--- src/rtl/tga_pkg.sv ---
// Shared types and constants for the TGA run-length image decoder.
package tga_pkg;

  // Result kinds carried on the output tuser
  localparam logic [1:0] ST_PIXEL  = 2'd0;
  localparam logic [1:0] ST_HEADER = 2'd1;
  localparam logic [1:0] ST_REJECT = 2'd2;

  // Image type codes in header byte 2
  localparam logic [7:0] TYPE_RAW = 8'h02;
  localparam logic [7:0] TYPE_RLE = 8'h0A;

  // Pixel sizes in header byte 16
  localparam logic [7:0] BPP_24 = 8'd24;
  localparam logic [7:0] BPP_32 = 8'd32;

  // Header byte positions
  localparam logic [4:0] HDR_TYPE     = 5'd2;
  localparam logic [4:0] HDR_FIXED    = 5'd12;
  localparam logic [4:0] HDR_WIDTH_LO = 5'd12;
  localparam logic [4:0] HDR_WIDTH_HI = 5'd13;
  localparam logic [4:0] HDR_HEIGHT_LO = 5'd14;
  localparam logic [4:0] HDR_HEIGHT_HI = 5'd15;
  localparam logic [4:0] HDR_BPP      = 5'd16;
  localparam logic [4:0] HDR_LAST     = 5'd17;

  // Packet header: values below this start a raw packet
  localparam logic [7:0] PKT_RUN_FLAG = 8'd128;
  localparam logic [7:0] PKT_RUN_BIAS = 8'd127;

  localparam logic [7:0] ALPHA_OPAQUE = 8'd255;

  // Result queue between parser and output stage
  localparam int QUEUE_DEPTH = 4;
  localparam int QUEUE_AW    = $clog2(QUEUE_DEPTH);
  localparam int QUEUE_CW    = $clog2(QUEUE_DEPTH + 1);

  // Output tdata width: 73 payload bits padded to whole bytes
  localparam int OUT_DATA_W = 80;

  typedef struct packed {
    logic [1:0]  status;
    logic [7:0]  red;
    logic [7:0]  green;
    logic [7:0]  blue;
    logic [7:0]  alpha;
    logic [7:0]  repeat_count;
    logic [15:0] image_width;
    logic [15:0] image_height;
    logic        has_alpha;
    logic        end_of_image;
  } tga_result_t;

endpackage

--- src/rtl/tga_front.sv ---
// Byte parser: header check, packet decode and pixel assembly.
module tga_front (
  input  logic                     clk,
  input  logic                     rst,
  input  logic                     accept,
  input  logic [7:0]               data_byte,
  input  logic                     start_of_file,
  output logic                     push,
  output tga_pkg::tga_result_t     result
);

  typedef enum logic [4:0] {
    PH_IDLE   = 5'b00001,
    PH_HEADER = 5'b00010,
    PH_PACKET = 5'b00100,
    PH_PIXEL  = 5'b01000,
    PH_DONE   = 5'b10000
  } phase_t;

  phase_t      phase, phase_next, phase_eff;
  logic [4:0]  header_index, hidx_eff;
  logic        run_length_mode;
  logic        alpha_present;
  logic [15:0] width_store;
  logic [15:0] height_store;
  logic [31:0] pixels_left;
  logic [7:0]  packet_left;
  logic        packet_is_run;
  logic [1:0]  channel_index;
  logic [7:0]  channel_bytes [3];

  logic        hdr_ok;
  logic        pix_done;
  logic [7:0]  cnt_raw;
  logic [7:0]  cnt;
  logic [31:0] pixels_after;
  logic [7:0]  packet_dec;
  logic [7:0]  red_byte;

  // Start flag restarts the parse at header byte zero
  assign phase_eff = start_of_file ? PH_HEADER : phase;
  assign hidx_eff  = start_of_file ? 5'd0 : header_index;

  // Fixed header bytes: type byte is raw or RLE, the rest zero
  assign hdr_ok = (hidx_eff == tga_pkg::HDR_TYPE)
                ? ((data_byte == tga_pkg::TYPE_RAW) || (data_byte == tga_pkg::TYPE_RLE))
                : (data_byte == 8'd0);

  // Pixel completes on the last channel byte
  assign pix_done = alpha_present ? (channel_index == 2'd3) : (channel_index == 2'd2);

  // Repeat count, clipped to the pixels that remain
  assign cnt_raw = packet_is_run ? packet_left : 8'd1;
  assign cnt = ((pixels_left[31:8] == 24'd0) && (cnt_raw > pixels_left[7:0]))
             ? pixels_left[7:0] : cnt_raw;
  assign pixels_after = pixels_left - {24'd0, cnt};
  assign packet_dec   = packet_left - 8'd1;
  assign red_byte     = (channel_index == 2'd2) ? data_byte : channel_bytes[2];

  // Decode one accepted byte into an optional result
  always_comb begin
    push       = 1'b0;
    result     = '0;
    phase_next = phase_eff;
    if (accept) begin
      unique case (phase_eff)
        PH_HEADER: begin
          if (hidx_eff < tga_pkg::HDR_FIXED) begin
            if (!hdr_ok) begin
              push          = 1'b1;
              result.status = tga_pkg::ST_REJECT;
              phase_next    = PH_DONE;
            end
          end else if (hidx_eff == tga_pkg::HDR_BPP) begin
            if ((data_byte != tga_pkg::BPP_24) && (data_byte != tga_pkg::BPP_32)) begin
              push          = 1'b1;
              result.status = tga_pkg::ST_REJECT;
              phase_next    = PH_DONE;
            end
          end else if (hidx_eff == tga_pkg::HDR_LAST) begin
            push                = 1'b1;
            result.status       = tga_pkg::ST_HEADER;
            result.image_width  = width_store;
            result.image_height = height_store;
            result.has_alpha    = alpha_present;
            if ((width_store == 16'd0) || (height_store == 16'd0)) begin
              result.end_of_image = 1'b1;
              phase_next          = PH_DONE;
            end else begin
              phase_next = run_length_mode ? PH_PACKET : PH_PIXEL;
            end
          end
        end
        PH_PACKET: begin
          phase_next = PH_PIXEL;
        end
        PH_PIXEL: begin
          if (pix_done) begin
            push                = 1'b1;
            result.status       = tga_pkg::ST_PIXEL;
            result.red          = red_byte;
            result.green        = channel_bytes[1];
            result.blue         = channel_bytes[0];
            result.alpha        = alpha_present ? data_byte : tga_pkg::ALPHA_OPAQUE;
            result.repeat_count = cnt;
            if (pixels_after == 32'd0) begin
              result.end_of_image = 1'b1;
              phase_next          = PH_DONE;
            end else if (run_length_mode) begin
              if (packet_is_run || (packet_dec == 8'd0)) begin
                phase_next = PH_PACKET;
              end
            end
          end
        end
        PH_IDLE, PH_DONE: begin
          phase_next = phase_eff;
        end
        default: begin
          phase_next = PH_IDLE;
        end
      endcase
    end
  end

  // Control state
  always_ff @(posedge clk) begin
    if (rst) begin
      phase           <= PH_IDLE;
      header_index    <= 5'd0;
      run_length_mode <= 1'b0;
      alpha_present   <= 1'b0;
      pixels_left     <= 32'd0;
      packet_left     <= 8'd0;
      packet_is_run   <= 1'b0;
      channel_index   <= 2'd0;
    end else if (accept) begin
      phase <= phase_next;
      if (phase_eff == PH_HEADER) begin
        header_index <= hidx_eff + 5'd1;
        if (hidx_eff == tga_pkg::HDR_TYPE) begin
          run_length_mode <= (data_byte == tga_pkg::TYPE_RLE);
        end
        if (hidx_eff == tga_pkg::HDR_BPP) begin
          alpha_present <= (data_byte == tga_pkg::BPP_32);
        end
        if (hidx_eff == tga_pkg::HDR_LAST) begin
          pixels_left   <= width_store * height_store;
          packet_left   <= 8'd0;
          packet_is_run <= 1'b0;
          channel_index <= 2'd0;
        end
      end else if (phase_eff == PH_PACKET) begin
        channel_index <= 2'd0;
        if (data_byte < tga_pkg::PKT_RUN_FLAG) begin
          packet_is_run <= 1'b0;
          packet_left   <= data_byte + 8'd1;
        end else begin
          packet_is_run <= 1'b1;
          packet_left   <= data_byte - tga_pkg::PKT_RUN_BIAS;
        end
      end else if (phase_eff == PH_PIXEL) begin
        if (pix_done) begin
          channel_index <= 2'd0;
          pixels_left   <= pixels_after;
          if (run_length_mode && !packet_is_run) begin
            packet_left <= packet_dec;
          end
        end else begin
          channel_index <= channel_index + 2'd1;
        end
      end
    end
  end

  // Header size bytes and held pixel channels
  always_ff @(posedge clk) begin
    if (accept && (phase_eff == PH_HEADER)) begin
      if (hidx_eff == tga_pkg::HDR_WIDTH_LO)  width_store[7:0]   <= data_byte;
      if (hidx_eff == tga_pkg::HDR_WIDTH_HI)  width_store[15:8]  <= data_byte;
      if (hidx_eff == tga_pkg::HDR_HEIGHT_LO) height_store[7:0]  <= data_byte;
      if (hidx_eff == tga_pkg::HDR_HEIGHT_HI) height_store[15:8] <= data_byte;
    end
    if (accept && (phase_eff == PH_PIXEL) && (channel_index != 2'd3)) begin
      channel_bytes[channel_index] <= data_byte;
    end
  end

endmodule

--- src/rtl/tga_fifo.sv ---
// Short result queue between the parser and the output stage.
module tga_fifo (
  input  logic                 clk,
  input  logic                 rst,
  input  logic                 push,
  input  tga_pkg::tga_result_t push_data,
  input  logic                 pop,
  output logic                 full,
  output logic                 not_empty,
  output tga_pkg::tga_result_t pop_data
);

  tga_pkg::tga_result_t          entries [tga_pkg::QUEUE_DEPTH];
  logic [tga_pkg::QUEUE_AW-1:0]  wr_ptr;
  logic [tga_pkg::QUEUE_AW-1:0]  rd_ptr;
  logic [tga_pkg::QUEUE_CW-1:0]  count;

  assign full      = (count == tga_pkg::QUEUE_CW'(tga_pkg::QUEUE_DEPTH));
  assign not_empty = (count != '0);
  assign pop_data  = entries[rd_ptr];

  // Advance pointers and occupancy
  always_ff @(posedge clk) begin
    if (rst) begin
      wr_ptr <= '0;
      rd_ptr <= '0;
      count  <= '0;
    end else begin
      if (push) wr_ptr <= wr_ptr + 1'b1;
      if (pop)  rd_ptr <= rd_ptr + 1'b1;
      if (push && !pop) begin
        count <= count + 1'b1;
      end else if (pop && !push) begin
        count <= count - 1'b1;
      end
    end
  end

  // Store entries
  always_ff @(posedge clk) begin
    if (push) entries[wr_ptr] <= push_data;
  end

endmodule

--- src/rtl/tga_back.sv ---
// Output register stage: drains the queue and packs results onto the stream.
module tga_back (
  input  logic                                clk,
  input  logic                                rst,
  input  logic                                q_not_empty,
  input  tga_pkg::tga_result_t                q_data,
  output logic                                q_pop,
  output logic                                m_axis_tvalid,
  input  logic                                m_axis_tready,
  output logic [tga_pkg::OUT_DATA_W-1:0]      m_axis_tdata,
  output logic [1:0]                          m_axis_tuser,
  output logic                                m_axis_tlast
);

  tga_pkg::tga_result_t held;
  logic                 load;

  // Load when the register is empty or its transaction completes
  assign load  = !m_axis_tvalid || m_axis_tready;
  assign q_pop = load && q_not_empty;

  always_ff @(posedge clk) begin
    if (rst) begin
      m_axis_tvalid <= 1'b0;
    end else if (load) begin
      m_axis_tvalid <= q_not_empty;
    end
  end

  always_ff @(posedge clk) begin
    if (q_pop) held <= q_data;
  end

  // Pack payload, first field lowest
  assign m_axis_tdata = {7'd0, held.has_alpha, held.image_height, held.image_width,
                         held.repeat_count, held.alpha, held.blue, held.green, held.red};
  assign m_axis_tuser = held.status;
  assign m_axis_tlast = held.end_of_image;

endmodule

--- src/rtl/tga_rle_image_decoder_top.sv ---
// Top level of the TGA run-length image decoder.
// Takes one file byte per clock while the result queue has room, and yields header, reject and pixel results.
// Every byte is accepted in the cycle it is offered while the four-entry result
// queue has room; the parser decodes each byte as it is accepted, and each
// result passes the result queue, then the output register. Input stalls
// only once the queue fills behind a stalled output. Results: tuser 1 is the
// header (size and alpha flag), 2 a rejected format, 0 a pixel with its repeat
// count; tlast marks the result that completes the image. Bytes before a start
// flag and after the image ends give no result.
module tga_rle_image_decoder_top (
  input  logic                           clk,
  input  logic                           rst,
  input  logic                           s_axis_tvalid,
  output logic                           s_axis_tready,
  input  logic [7:0]                     s_axis_tdata,   // [7:0] data_byte
  input  logic [0:0]                     s_axis_tuser,   // [0] start_of_file
  output logic                           m_axis_tvalid,
  input  logic                           m_axis_tready,
  // [7:0] red, [15:8] green, [23:16] blue, [31:24] alpha, [39:32] repeat_count,
  // [55:40] image_width, [71:56] image_height, [72] has_alpha, [79:73] zero
  output logic [tga_pkg::OUT_DATA_W-1:0] m_axis_tdata,
  output logic [1:0]                     m_axis_tuser,   // [1:0] status
  output logic                           m_axis_tlast    // end_of_image
);

  logic                 accept;
  logic                 push;
  tga_pkg::tga_result_t push_data;
  logic                 q_full;
  logic                 q_not_empty;
  logic                 q_pop;
  tga_pkg::tga_result_t q_data;

  assign s_axis_tready = !q_full;
  assign accept        = s_axis_tvalid && s_axis_tready;

  tga_front u_front (
    .clk           (clk),
    .rst           (rst),
    .accept        (accept),
    .data_byte     (s_axis_tdata),
    .start_of_file (s_axis_tuser[0]),
    .push          (push),
    .result        (push_data)
  );

  tga_fifo u_fifo (
    .clk       (clk),
    .rst       (rst),
    .push      (push),
    .push_data (push_data),
    .pop       (q_pop),
    .full      (q_full),
    .not_empty (q_not_empty),
    .pop_data  (q_data)
  );

  tga_back u_back (
    .clk           (clk),
    .rst           (rst),
    .q_not_empty   (q_not_empty),
    .q_data        (q_data),
    .q_pop         (q_pop),
    .m_axis_tvalid (m_axis_tvalid),
    .m_axis_tready (m_axis_tready),
    .m_axis_tdata  (m_axis_tdata),
    .m_axis_tuser  (m_axis_tuser),
    .m_axis_tlast  (m_axis_tlast)
  );

endmodule

--- config.mk ---
export PLATFORM = sky130hd
export DESIGN_NAME = tga_rle_image_decoder_top
export DESIGN_NICKNAME = d
export VERILOG_FILES = /design/src/rtl/tga_pkg.sv /design/src/rtl/tga_front.sv /design/src/rtl/tga_fifo.sv /design/src/rtl/tga_back.sv /design/src/rtl/tga_rle_image_decoder_top.sv
export SDC_FILE = /design/constraint.sdc
export NUM_CORES = 1
export LEC_CHECK = 0
export ABC_AREA = 1
export BUFFER_PORTS_ARGS = -buffer_cell sky130_fd_sc_hd__buf_2
export CORE_UTILIZATION = 55
export CTS_CLUSTER_SIZE = 14
export DETAILED_ROUTE_END_ITERATION = 8
export GPL_TIMING_DRIVEN = 0
export PLACE_DENSITY = 0.8
export SYNTH_ARGS = -nofsm -noshare
export SYNTH_HDL_FRONTEND = slang
export SYNTH_SLANG_ARGS = --single-unit
--- constraint.sdc ---
create_clock -name clk -period 9.1 [get_ports clk]
set_clock_uncertainty 0.2 [all_clocks]
set_input_delay 0.455 -clock clk [delete_from_list [all_inputs] [get_ports clk]]
set_output_delay 0.455 -clock clk [all_outputs]
set_load 0.02 [all_outputs]
; ---- After elaboration in Yosys (flattened, before gate mapping)
; Memories as Yosys holds them, arrays and structs flattened. A register that Yosys moved wholly into a read port is not among the register bits.
; Index checks and enable logic that the tools add are counted.
[word_totals]
register_bits = 95
mem_bits_rw = 328
in_bits = 13
output_inout_bits = 85
word_cells = 172
mem_count = 2
[op_classes]
addsub = 10
multipliers = 1
order_cmp = 3
eq_ne = 23
muxes = 72
n_reduce_logical = 45
[mem_list]
columns = name, depth, width, read_ports, rd_clocked_by_memory_dff, write_ports, line
row1 = u_fifo.entries, 4, 76, 1, 1, 1, tga_fifo.sv:13  ; tga_pkg::tga_result_t entries [tga_pkg::QUEUE_DEPTH];
row2 = u_front.channel_bytes, 3, 8, 3, 0, 1, tga_front.sv:30  ; logic [7:0] channel_bytes [3];
[op_table]
columns = operator, count
row1 = 32-bit two-way mux, 5
row2 = 34-bit two-way mux, 3
row3 = 8-bit two-way mux, 11
row4 = 40-bit two-way mux, 2
row5 = 76-bit two-way mux, 1
row6 = 5-bit two-way mux, 12
row7 = 33-bit two-way mux, 1
row8 = 16-bit logical NOT, 2
row9 = 32-bit logical NOT, 1
row10 = 16-bit by 16-bit multiplier with 32-bit output, 1
row11 = 32-bit by 8-bit subtractor with 32-bit output, 1
row12 = 5-bit by 4-bit equality test with 1-bit output (second input constant), 5
row13 = 24-bit logical NOT, 1
row14 = 1-bit two-way mux, 21
row15 = 5-bit one-hot mux with 4 select lines, 1
row16 = 2-bit two-way mux, 9
row17 = 8-bit logical NOT, 2
row18 = 5-bit equality test (second input constant), 3
row19 = 3-bit AND reduction, 4
row20 = 3-bit nonzero test, 4
row21 = 5-bit by 2-bit equality test with 1-bit output (second input constant), 2
row22 = 1-bit logical AND, 10
row23 = 2-bit AND reduction, 5
row24 = 5-bit AND reduction, 2
row25 = 29 further kinds, 45

; ---- Logic depth before layout (Yosys ltp)
[logic_depth]
ltp_word = 11
depth_mapped = 34
depth_no_buf = 32

; ---- Hierarchy
; A second synthesis with hierarchy kept.
[hier_totals]
cells_unflattened = 3112
area_unflattened_um2 = 30306.6
[modules_own_cells]
columns = module, instances, cells_each, area_each_um2, seq_area_each_um2
row1 = tga_front, 1, 2225, 16062.9, 2782.7
row2 = tga_fifo, 1, 794, 11843.9, 9308.9
row3 = tga_back, 1, 90, 2386.0, 2302.2
row4 = tga_rle_image_decoder_top, 1, 3, 13.8, 0.0

; ---- Worst setup path before layout
; Ideal clock, no wire load.
[synth_path]
kind = register -> register
from = register u_fifo.count[1] (netlist name)
to = register u_fifo.count[1] (netlist name)
setup_ns = 0.120
t_arrival_ns = 6.016
required_time_ns = 8.780
slack_ns = 2.763
path_stages_with_launch = 9
n_path_buf = 0
period_less_slack_ns = 6.337
cell_sequence = dfxtp_1 inv_1 a31oi_1 inv_1 ha_1 inv_1 fa_1 o21ai_0 a21oi_1
[synth_via]
word_cells_on_any_way = 15
classes_between = add/sub: 2 / eq/ne: 1 / mux: 3 / reduce/logical: 9
[synth_lines]
columns = item, line
row1 = start: declaration, tga_fifo.sv:16  ; logic [tga_pkg::QUEUE_CW-1:0] count;
row2 = start signal: assignment, tga_fifo.sv:32  ; count <= count + 1'b1;
row3 = start signal: assignment, tga_fifo.sv:34  ; count <= count - 1'b1;
row4 = 3-bit nonzero test (*), tga_fifo.sv:19  ; assign not_empty = (count != '0);
row5 = 1-bit logical AND (*), tga_back.sv:20  ; assign q_pop = load && q_not_empty;
row6 = named net q_pop, tga_rle_image_decoder_top.sv:31  ; logic q_pop;
row7 = 1-bit logical NOT, tga_fifo.sv:31  ; if (push && !pop) begin
row8 = 1-bit logical AND, tga_fifo.sv:31
row9 = 3-bit two-way mux / 2-bit nonzero test (equally long branches), --
; The timed path passes the listed nets; every way through them passes the cells marked *. The select of a mux whose other input is x is not followed.
; A chain may end at the register's enable or synchronous reset.

; ---- Final worst setup path
[layout_path]
from = register u_front.width_store[7]
to = register u_front.pixels_left[26]
[layout_via]
elab_chain_cells = 3
[layout_rtl]
columns = item, line
row1 = start: declaration, tga_front.sv:24  ; logic [15:0] width_store;
row2 = start signal: assignment, tga_front.sv:179  ; if (hidx_eff == tga_pkg::HDR_WIDTH_LO) width_store[7:0] <= data_byte;
row3 = 16-bit by 16-bit multiplier with 32-bit output, tga_front.sv:148  ; pixels_left <= width_store * height_store;
row4 = 32-bit two-way mux, tga_front.sv:147  ; if (hidx_eff == tga_pkg::HDR_LAST) begin
row5 = 32-bit two-way mux, tga_front.sv:139  ; if (phase_eff == PH_HEADER) begin
row6 = end signal: assignment, tga_front.sv:148
row7 = end signal: assignment, tga_front.sv:165  ; pixels_left <= pixels_after;
row8 = end: declaration, tga_front.sv:26  ; logic [31:0] pixels_left;
; No other way between the ends. The select of a mux whose other input is x is not followed.

==> run summary <==
Status -> completed
H-tree Lvls -> 2
Setup CP Type -> register to register
Sink Count -> 499
WHS Path Cells -> 1
IO Pins -> 98
Register area share after synthesis -> 47.46%
Combinational Power Share -> 32.1%
Inserted Clock Buffers -> 48
Final WL -> 73220 um
GP Congestion -> 0.9465
Cts repair resizes -> 0
Critical path's slowest cell -> fa_1
Main combinational cell family by area after synthesis -> adder cells
Netlist cell types -> 56
Hold Path Origin -> s_axis_tdata[0]
TritonRoute pass-1 iters -> 7
Setup TNS -> 0 ns
Via count -> 22940
Hold endpoint -> u_front.channel_bytes[1][0]$_DFFE_PP_
Pwr/cell area -> 214.5 mW/mm^2
Static Leakage -> 14.52 nW
Starting Density -> 55.97%
Synth Flop Type -> edfxtp_1
RSZ-0062 raised after global routing -> no
DR DRC count -> 0
WP data required -> 9.44 ns
Min Clock Period, post-route -> 6.981 ns
Synth Area per Inst -> 9.597 um^2
Gr usage total -> 26.52%
Post-CTS setup buffer count -> 0
Post-synthesis compound-gate area fraction -> 9.330%
Drt wl/cell -> 18.10 um
Gate Count Post-Synth -> 3151
Final number of hold-violating endpoints -> 0
Iteration-0 DRC Markers -> 2461
Post-DP HPWL -> 52780 um
Clk buf depth -> 3
CTS tree -> built
Worst r2r src -> u_front.width_store[7]$_DFFE_PP_
Slew HR -> 25.47%
Adder-cell area share of the yosys netlist -> 18.73%
Clk root buf -> clkbuf_16
Post-synthesis mux area share -> 0%
Int Pwr -> 4.573 mW
Reg2reg end -> u_front.pixels_left[26]$_SDFFE_PP0P_
Share of cells above drive strength 1 -> 6.987%
Die Ht -> 236.5 um
Fin cells -> 4045
Hold_ws -> 0.07736 ns
Hold_buf cts -> 0
Syn-to-layout area delta -> 10.71%
Synth warn -> 0
IO Port Bufs -> 89
Final core utilization -> 61.97%
Fmax -> 0.1432 GHz
Fillers -> 4176
CP peak stage delay -> 0.56 ns
Max VDD drop -> 0.0001717 V
Period utilization -> 76.72%
Fin nets -> 3657
Post-DR vias/cell -> 5.671
Crit-path max FO -> 10
Post-synthesis xor/xnor area fraction -> 0.7820%
Setup crit end kind -> register
Register bit total from synthesis -> 499
Max-cap violation count -> 0
Core area -> 0.05403 mm^2
Clock power share -> 27.5%
Antenna cell count -> 0
Die width -> 236.5 um
First-pass GRT wire length -> 115800 um
Placed cell areas -> 0.03193 mm^2
Slew Limit Fails -> 0
FF-to-FF path depth -> 25
Count of final setup violators -> 0
Clock latency on the worst-skew pair -> 0.60 ns
R2R Setup Slk -> 2.12 ns
Sequential power share -> 40.4%
Post-synthesis simple-gate area fraction -> 14.57%
Number of synthesized flops with an enable pin -> 436
Gr ovfl total -> 0
Switch share -> 36.33%
Startpoint type of the worst setup path -> register
Initial antenna violation count -> 2
Synth async-reset ratio -> 0%
Largest net degree at the start of global routing -> 30
Full die area -> 0.05593 mm^2
Rows -> 85
Design area -> 0.03348 mm^2
Psw -> 2.609 mW
Placed cells -> 3955
Vias in the first global route -> 21990
CP arrival -> 7.32 ns
HP Class -> input pin to register
Register clock-pin slew on the reported worst setup and hold paths -> 0.07 ns
DRT antenna net count -> 0
Cell Area, Synth -> 0.03024 mm^2
Worst Tran Pin Value -> 1.109 ns
## per-layer routing
metal,GRT usage (%),vias to the layer above,wire (um)
met5,0,-,17
met4,11.16,2,2979
met3,4.010,199,6907
met2,44.40,1241,35140
met1,34.54,10930,28170
li1,-,10570,-
## synth_stat cells, drive strengths merged (14+ instances only)
cell,number,area (um^2)
inv,553,2076
o211ai,14,105.1
nor2,332,1254
nand4,30,202.7
fa,196,3924
nor3,54,291.5
edfxtp,436,13090
xor2,18,157.7
o22ai,77,481.7
buf,21,151.4
a21oi,117,589.3
ha,139,1739
o21ai,230,1155
a211oi,20,190.2
nand2,564,2137
clkbuf,137,514.2
nand3,82,415.4
dfxtp,63,1261
## how the worst max path moves through the flow
stage                                                start                                    to  slack, ns  cells past startpoint
after floorplan               u_fifo.count[1]$_SDFFE_PP0P_          u_fifo.count[1]$_SDFFE_PP0P_       2.76                      8
after global routing      u_front.width_store[7]$_DFFE_PP_  u_front.pixels_left[26]$_SDFFE_PP0P_       1.62                     25
after global placement                     s_axis_tdata[0]       u_fifo.entries[3][39]$_DFFE_PP_       0.55                     14
final                     u_front.width_store[7]$_DFFE_PP_  u_front.pixels_left[26]$_SDFFE_PP0P_       2.12                     25
after detailed placement  u_front.width_store[7]$_DFFE_PP_  u_front.pixels_left[26]$_SDFFE_PP0P_       2.19                     25
after CTS                 u_front.width_store[7]$_DFFE_PP_  u_front.pixels_left[26]$_SDFFE_PP0P_       2.20                     25
## placed cells by master, fill, tap and decap left out, types with 96 or more instances in the layout
master,instances
buf_2,96
nand2_1,558
edfxtp_1,436
clkbuf_1,154
fa_1,196
o21ai_0,226
a21oi_1,116
nor2_1,325
inv_1,546
ha_1,139
## power groups by stage
stage / clock network, mW / registers (mW) / logic [mW]
after CTS: 1.97 / 2.90 / 2.29
after global routing: 2.06 / 2.92 / 2.52
after detailed placement: 0 / 2.95 / 2.26
final: 1.97 / 2.90 / 2.31
after floorplan: 0 / 3.23 / 1.22
after global placement: 0 / 3.00 / 2.17
## worst max-delay path, delay by kind of cell, from the launching register on
kind                     cells  cell delay (ns)
adder cells (fa/ha/maj)      7             3.37
buffers and inverters        8             1.30
AO/OA/AOI/OAI                5             1.20
AND/OR/NAND/NOR              5             0.53
flip-flops                   1             0.32
## state kept, by name, summed over array words and instances, names as in the netlist, 3 cells and up
signal,count
u_fifo.entries,304
u_back.m_axis_tdata,73
u_front.pixels_left,32
u_front.channel_bytes,24
u_front.height_store,16
u_front.width_store,16
u_front.packet_left,8
u_front.header_index,5
u_front.phase,5
u_fifo.count,3
## metrics by stage
step	power, mW	setup WS [ns]
CTS	7.160	2.201
floorplan	4.456	2.763
detailed placement	5.205	2.188
global route	7.498	1.620
finish	7.182	2.119
global placement	5.172	0.5470
## area by class of cell
class                      count  area, um^2  share of cell area [%]
multi-input combinational   1943       13210                   39.44
timing repair buffer         102       743.2                   2.220
sequential                   499       14350                   42.87
inverter                     557        2091                   6.245
clock buffer                  69        1320                   3.943
clock inverter                21       231.5                  0.6914
buffer                       158       665.6                   1.988
tap                          696       870.8                   2.601
## cell families after synthesis
kind of cell               count (synthesis)
xor gates and xnor gates                  27
buffers and inverters                    715
AOI/OAI and AO/OA                        496
other                                      1
DFF                                      499
adders and majority gates                335
and+or+nand+nor                         1078
Power figures use the tool's default switching activity.
